File: src/hw/rtl/irbad_pkg.sv
package irbad_pkg;

	// field widths of the transaction payloads
	localparam int unsigned SAMPLE_BITS = 10;
	localparam int unsigned STAMP_BITS  = 32;
	localparam int unsigned DIST_BITS   = 16;

	// configuration register widths
	localparam int unsigned SLOPE_W     = 16;
	localparam int unsigned OFFSET_W    = 22;
	localparam int unsigned BIAS_W      = 18;
	localparam int unsigned CFG_DATA_W  = 22;
	localparam int unsigned CFG_INDEX_W = 3;

	// default block length
	localparam int unsigned AVERAGE_LENGTH_DEF = 16;

	// datapath widths
	localparam int unsigned MA_W      = SLOPE_W + SAMPLE_BITS;
	localparam int unsigned DEN_W     = MA_W + 2;
	localparam int unsigned DABS_W    = DEN_W - 1;
	localparam int unsigned KD_W      = BIAS_W + DEN_W;
	localparam int unsigned MAG_W     = KD_W - 1;
	localparam int unsigned SCALE_W   = 10;
	localparam int unsigned X_W       = MAG_W + SCALE_W;
	localparam int unsigned FRAC_BITS = 16;
	localparam int unsigned QUO_BITS  = 20;
	localparam int unsigned REM_W     = DABS_W + FRAC_BITS + QUO_BITS;
	localparam int unsigned DSH_W     = REM_W - 1;
	localparam int unsigned Q10_W     = 17;
	localparam int unsigned H_W       = Q10_W + 1;
	localparam int unsigned DIGIT_W   = 4;
	localparam int unsigned TEN_SH    = 23;

	// arithmetic constants
	localparam logic signed [KD_W-1:0] ONE_Q32     = KD_W'(64'd4294967296);
	localparam logic [SCALE_W-1:0]     SCALE_K     = 10'd1000;
	localparam logic [QUO_BITS-1:0]    TEN_RECIP   = 20'd838861;
	localparam logic [QUO_BITS-1:0]    DIGIT_BASE  = 20'd10;
	localparam logic [DIGIT_W-1:0]     ROUND_DIGIT = 4'd4;
	localparam logic signed [DIST_BITS-1:0] DIST_MAX = 16'sh7fff;
	localparam logic signed [DIST_BITS-1:0] DIST_MIN = 16'sh8000;

	// register reset values
	localparam logic [SLOPE_W-1:0]         FRONT_SLOPE_RST  = 16'd2215;
	localparam logic signed [OFFSET_W-1:0] FRONT_OFFSET_RST = 22'sd11915;
	localparam logic signed [BIAS_W-1:0]   FRONT_BIAS_RST   = 18'sd3749;
	localparam logic [SLOPE_W-1:0]         BACK_SLOPE_RST   = 16'd2733;
	localparam logic signed [OFFSET_W-1:0] BACK_OFFSET_RST  = -22'sd70071;
	localparam logic signed [BIAS_W-1:0]   BACK_BIAS_RST    = 18'sd3211;

	typedef enum logic [CFG_INDEX_W-1:0] {
		REG_FRONT_SLOPE,
		REG_FRONT_OFFSET,
		REG_FRONT_BIAS,
		REG_BACK_SLOPE,
		REG_BACK_OFFSET,
		REG_BACK_BIAS
	} cfg_reg_t;

	typedef struct packed {
		logic [SAMPLE_BITS-1:0] front_sample;
		logic [SAMPLE_BITS-1:0] back_sample;
		logic [STAMP_BITS-1:0]  sample_time;
	} in_item_t;

	typedef struct packed {
		logic [STAMP_BITS-1:0]        stamp_out;
		logic signed [DIST_BITS-1:0] front_distance;
		logic signed [DIST_BITS-1:0] back_distance;
		logic                         front_div_zero;
		logic                         back_div_zero;
	} out_item_t;

	// datapath step selected by the controller
	typedef enum logic [3:0] {
		OP_NONE,
		OP_DEN,
		OP_KD,
		OP_NUM,
		OP_ABS,
		OP_SCALE,
		OP_CHECK,
		OP_DIV,
		OP_TEN,
		OP_ROUND
	} op_t;

	typedef struct packed {
		logic accumulate;
		logic start;
		op_t  op;
		logic out_load;
	} cmd_t;

	typedef struct packed {
		logic full;
	} status_t;

endpackage

File: src/hw/rtl/irbad_ctrl.sv
module irbad_ctrl (
	input  logic               clk,
	input  logic               arst_n,
	input  logic               in_valid,
	output logic               in_ready,
	output logic               out_valid,
	input  logic               out_ready,
	input  irbad_pkg::status_t status,
	output irbad_pkg::cmd_t    cmd
);
	import irbad_pkg::*;

	localparam int unsigned DCNT_W = $clog2(QUO_BITS);

	typedef enum logic [3:0] {
		ST_IDLE,
		ST_DEN,
		ST_KD,
		ST_NUM,
		ST_ABS,
		ST_SCALE,
		ST_CHECK,
		ST_DIV,
		ST_TEN,
		ST_ROUND,
		ST_FINISH
	} state_t;

	state_t            state_q;
	logic              out_valid_q;
	logic [DCNT_W-1:0] div_cnt_q;
	logic              in_fire;

	assign in_ready = (state_q == ST_IDLE);
	assign in_fire  = in_valid && in_ready;

	// command decode
	always_comb begin
		cmd.accumulate = in_fire && !status.full;
		cmd.start      = in_fire && status.full;
		cmd.out_load   = (state_q == ST_FINISH) && (!out_valid_q || out_ready);
		unique case (state_q)
			ST_DEN:   cmd.op = OP_DEN;
			ST_KD:    cmd.op = OP_KD;
			ST_NUM:   cmd.op = OP_NUM;
			ST_ABS:   cmd.op = OP_ABS;
			ST_SCALE: cmd.op = OP_SCALE;
			ST_CHECK: cmd.op = OP_CHECK;
			ST_DIV:   cmd.op = OP_DIV;
			ST_TEN:   cmd.op = OP_TEN;
			ST_ROUND: cmd.op = OP_ROUND;
			default:  cmd.op = OP_NONE;
		endcase
	end

	// sequencer state and output valid
	always_ff @(posedge clk or negedge arst_n) begin
		if (!arst_n) begin
			state_q     <= ST_IDLE;
			out_valid_q <= 1'b0;
			div_cnt_q   <= '0;
		end else begin
			if (cmd.out_load) begin
				out_valid_q <= 1'b1;
			end else if (out_ready) begin
				out_valid_q <= 1'b0;
			end
			unique case (state_q)
				ST_IDLE: begin
					if (cmd.start) begin
						state_q <= ST_DEN;
					end
				end
				ST_DEN:   state_q <= ST_KD;
				ST_KD:    state_q <= ST_NUM;
				ST_NUM:   state_q <= ST_ABS;
				ST_ABS:   state_q <= ST_SCALE;
				ST_SCALE: state_q <= ST_CHECK;
				ST_CHECK: begin
					div_cnt_q <= DCNT_W'(QUO_BITS - 1);
					state_q   <= ST_DIV;
				end
				ST_DIV: begin
					if (div_cnt_q == '0) begin
						state_q <= ST_TEN;
					end else begin
						div_cnt_q <= div_cnt_q - DCNT_W'(1);
					end
				end
				ST_TEN:   state_q <= ST_ROUND;
				ST_ROUND: state_q <= ST_FINISH;
				ST_FINISH: begin
					if (cmd.out_load) begin
						state_q <= ST_IDLE;
					end
				end
				default: state_q <= ST_IDLE;
			endcase
		end
	end

	assign out_valid = out_valid_q;

endmodule

File: config.mk
export PLATFORM = sky130hd
export DESIGN_NAME = irbad_ctrl
export DESIGN_NICKNAME = d
export VERILOG_FILES = /design/src/hw/rtl/irbad_pkg.sv /design/src/hw/rtl/irbad_ctrl.sv
export SDC_FILE = /design/constraint.sdc
export NUM_CORES = 1
export LEC_CHECK = 0
export BUFFER_PORTS_ARGS = -buffer_cell sky130_fd_sc_hd__buf_2
export CORE_AREA = 8 8 45 47
export DETAILED_ROUTE_END_ITERATION = 12
export DIE_AREA = 0 0 53 55
export PLACE_DENSITY_LB_ADDON = 0.25
export SLEW_MARGIN = 10
export SYNTH_ARGS = -nofsm -noshare
export SYNTH_HDL_FRONTEND = slang
export SYNTH_SLANG_ARGS = --single-unit
export TNS_END_PERCENT = 30
File: constraint.sdc
create_clock -name clk -period 1.96 [get_ports clk]
set_input_delay 0.294 -clock clk [delete_from_list [all_inputs] [get_ports clk]]
set_output_delay 0.294 -clock clk [all_outputs]
set_load 0.01 [all_outputs]
Yosys cells after proc, flatten, opt, wreduce, memory -nomap -nowiden

Memory sizes are Yosys's and may differ from the RTL's.
Index checks and enable logic that the tools add are counted.

Memory bits (read-only): 64
Logic and storage cells: 40
Input bits: 5
Memories kept: 1
Register bits: 10

Memory list:

| memory          | depth | bits a word | rd ports | clocked after Yosys merged registers in | write ports | RTL line         | RTL |
|---|---|---|---|---|---|---|---|
| (no name shown) | 16    | 4           | 1        | 0                                       | 0           | irbad_ctrl.sv:42 | `unique case (state_q)` |

Multiplexer cells: 8
Reductions and logical operators: 13
Equality and inequality tests: 14
$add $sub $neg: 1

Operator list:

| operator            | count |
|---|---|
| $pmux 4 s11         | 1 |
| $eq 4x3->1 const B  | 4 |
| $eq 4x4->1 const B  | 3 |
| $mux 4              | 3 |
| $pmux 5 s2          | 1 |
| $eq 4x2->1 const B  | 2 |
| $ne 2x2->1 const B  | 3 |
| $logic_not 5->1     | 1 |
| $mux 5              | 1 |
| $sub 5x1->5 const B | 1 |
| $eq 4x1->1 const B  | 1 |
| $logic_and 1x1->1   | 4 |
| $logic_not 4->1     | 1 |
| $reduce_bool 2->1   | 2 |
| $reduce_and 3->1    | 1 |
| $logic_not 1->1     | 2 |
| $mux 1              | 2 |
| $ne 2x1->1 const B  | 1 |
| $reduce_and 2->1    | 1 |
| $logic_or 1x1->1    | 1 |

Logic depth before layout (Yosys ltp)

Word-level depth: 5
Depth in mapped cells: 5

Worst setup path before layout

OpenSTA, ideal clock, no wires.

Path kind: flip-flop to output port
Start point: register state_q[2]
End point: output port cmd[6] (netlist bit)
Cell stages (with the launch flop): 5
Setup slack: 0.452 ns
Arrival time: 1.214 ns
Buffers on the path: 1
Cells stage by stage: dfrtp_1 > clkbuf_1 > nor4_2 > nand2_1 > nor2_1

RTL lines:

| what                     | RTL line         | RTL |
|---|---|---|
| start: declaration       | irbad_ctrl.sv:29 | `state_t state_q;` |
| start signal: assignment | irbad_ctrl.sv:59 | `state_q <= ST_IDLE;` |
| start signal: assignment | irbad_ctrl.sv:71 | `state_q <= ST_DEN;` |
| start signal: assignment | irbad_ctrl.sv:74 | `ST_DEN: state_q <= ST_KD;` |
| end: declaration         | irbad_ctrl.sv:9  | `output irbad_pkg::cmd_t cmd` |

==> flow_summary.ini <==
[status]
status = complete, no violations

[placement]
io_buffers = 13
hpwl_um = 932
place_congestion = 0.775
placed_area_sq_um = 688

[critical_path]
cp_slowest_cell = dfrtp_1
cp-end-kind = output port
cp_data_required_time_ns = 1.67
slowest_delay_ns = 0.52
critPathMaxFanout = 13
crit_buf_inv = 1
reg2reg_to = div_cnt_q[0]
rr_startpoint = div_cnt_q[0]
critical_path_class = flip-flop to output port
rrSetupSlack_ns = 0.44
crit_family = simple AND/OR/NAND/NOR gates
worstPathCellList = nor4_2 -> and3_1 -> buf_2
start_kind = flip-flop
rr_worst_depth = 5
cp.arrival_ns = 1.43

[routing]
avgViaCountPerCell = 5.35
drt_iter0_drc = 11
wl_per_cell_um = 12.9
firstDrtPassIters = 3
ant_nets = 0
wl_um = 1260
vias = 524
post-route-drc-count = 0

[synthesis]
netlist_top_cells_count = dfrtp_1 (10), o21ai_0 (8), nand2_1 (5), nand2b_1 (5)
synth_ff_type = dfrtp_1
yosys-top-cells-area = dfrtp_1 (41%), o21ai_0 (6.5%), nand2b_1 (5.1%)
syn_inst = 68
syn_nets = 74
yosysMostFrequentCell = dfrtp_1
synthArstFlopShare_pct = 100
ys_seq_area_share_pct = 40.8
avgSynthCellArea_sq_um = 9.02
synth_cell_types = 31
yosys_warnings = 0
yosysTopAreaCellShare_pct = 40.8
synth.ff_latch_count = 10
synth_top_area_cell = dfrtp_1
synth_edf_count = 0
syn_area_sq_um = 613

[floorplanning]
initial_core_util_pct = 44.3
die_h_um = 55
io_pins = 14
rows = 14
die_x_um = 53
die_area_sq_mm = 0.00292
core_sq_mm = 0.00138

[clock_tree]
clock-sinks = 10
cts_tree = yes
clk_root_buffer_cell = clkbuf_4
cts_resized = 0
cts_buffer_depth = 2
clk_pin_slew_ns = 0.06
htree_num_levels = 1
post-cts-setup-buffer-count = 0
clk_latency_ns = 0.26
cts_made_buffers = 3

[power]
power_density_mw_per_mm2 = 1270
peakVddDrop_mv = 0.868
p_leak_nw = 0.335

[hold_path]
hold_class = input port to flip-flop
min_from = out_ready
holdPathStages = 3
min_to = out_valid

[timing]
fmax_mhz = 582
hold-worst-slack_ns = 0.337
rsz0062_at_grt = false
post-route-period-util_pct = 87.7
slew_violations = 0
tightest_slew_ns = 0.396
skew_ns = 0.00525
slew_headroom_pct = 72.9
post-route-min-period_ns = 1.72
hold_viol_final = 0
finalSetupViolations = 0
tns_ns = 0

[global_route]
grt_start_max_net_pins = 16
grt_pass1_wl_um = 2190
grt_pass1_vias = 531
gr-usage-all-layers_pct = 9.58
grt.overflow.total = 0
antenna_found_initial = 0

[layout]
layout.nets = 90
design_area_sq_um = 721
num_antenna_cells = 0
area_growth_pct = 17.6
final_layout_size_suffix_gt1_share_pct = 26.8

[run]
drv_cap = 0
## metrics by stage
step	utilization (%)	std cells	total power, W	setup WS [ns]
after global routing	52.1	98	0.00101	0.103
final	52.1	98	0.000913	0.240
after global placement	49.7	94	0.000778	0.458
after floorplan	-	68	0.000681	0.452
after CTS	52.1	98	0.000925	0.231
after detailed placement	49.7	94	0.000785	0.438
## where the power goes
group / internal, W / switching [W] / leakage [nW]
Combinational: 0.000207 / 0.000191 / 0.206
Sequential: 0.000278 / 0.000102 / 0.115
Clock: 0.0000706 / 0.0000640 / 0.0138
## cell families after synthesis
group / synth area share, %
and+or+nand+nor: 32.4
muxes: 2.45
buffers and inverters: 4.69
DFF: 40.8
AOI/OAI and AO/OA: 17.6
adders and majority gates: 2.04
## cell type report
type                    count  area, sq um
flip-flops and latches     10          250
well taps                  16         20.0
multi-input cells          51          334
repair buffers             15         82.6
inverters                   3         11.3
clock buffers               3         22.5
fillers                   130          663
## worst max path at each step
stage,from,endpoint,cells past startpoint
after detailed placement,div_cnt_q[0],div_cnt_q[3],5
after floorplan,state_q[2],cmd[6],4
after CTS,state_q[1],cmd[5],3
final,state_q[1],cmd[5],3
after global routing,state_q[1],cmd[6],4
after global placement,div_cnt_q[0],div_cnt_q[0],5
## worst min-delay path: stages
cell and delay (ns):
buf_2 0.08, nand2b_1 0.11, nand2_1 0.06
## routing by layer
layer | GRT usage (%) | routed length, um
met3 | 2.94 | 100
met5 | 0 | 0
met4 | 4.31 | 0
met2 | 16.0 | 593
met1 | 11.0 | 567
## flip-flops by register name, indices dropped and copies added (netlist names)
name       cells
out_valid      1
div_cnt_q      5
state_q        4
## layout by cell type, fill, tap and decap left out, types with 2 or more instances in the layout
cell type	netlist	layout
o21ai_0	8	8
nand2_1	5	5
clkbuf_4	0	3
dfrtp_1	10	10
nand3_1	3	3
nor2_1	4	4
nor2b_1	4	4
nand2b_1	5	5
buf_2	2	13
a21oi_1	2	2
inv_1	3	3
## repair_timing
item                                    in CTS  in global routing
hold buffers                                 1                  0
endpoints found under the setup margin       0                  0
hold endpoints to repair                    10                  0
No activity file was read; power rests on OpenSTA's default activity.
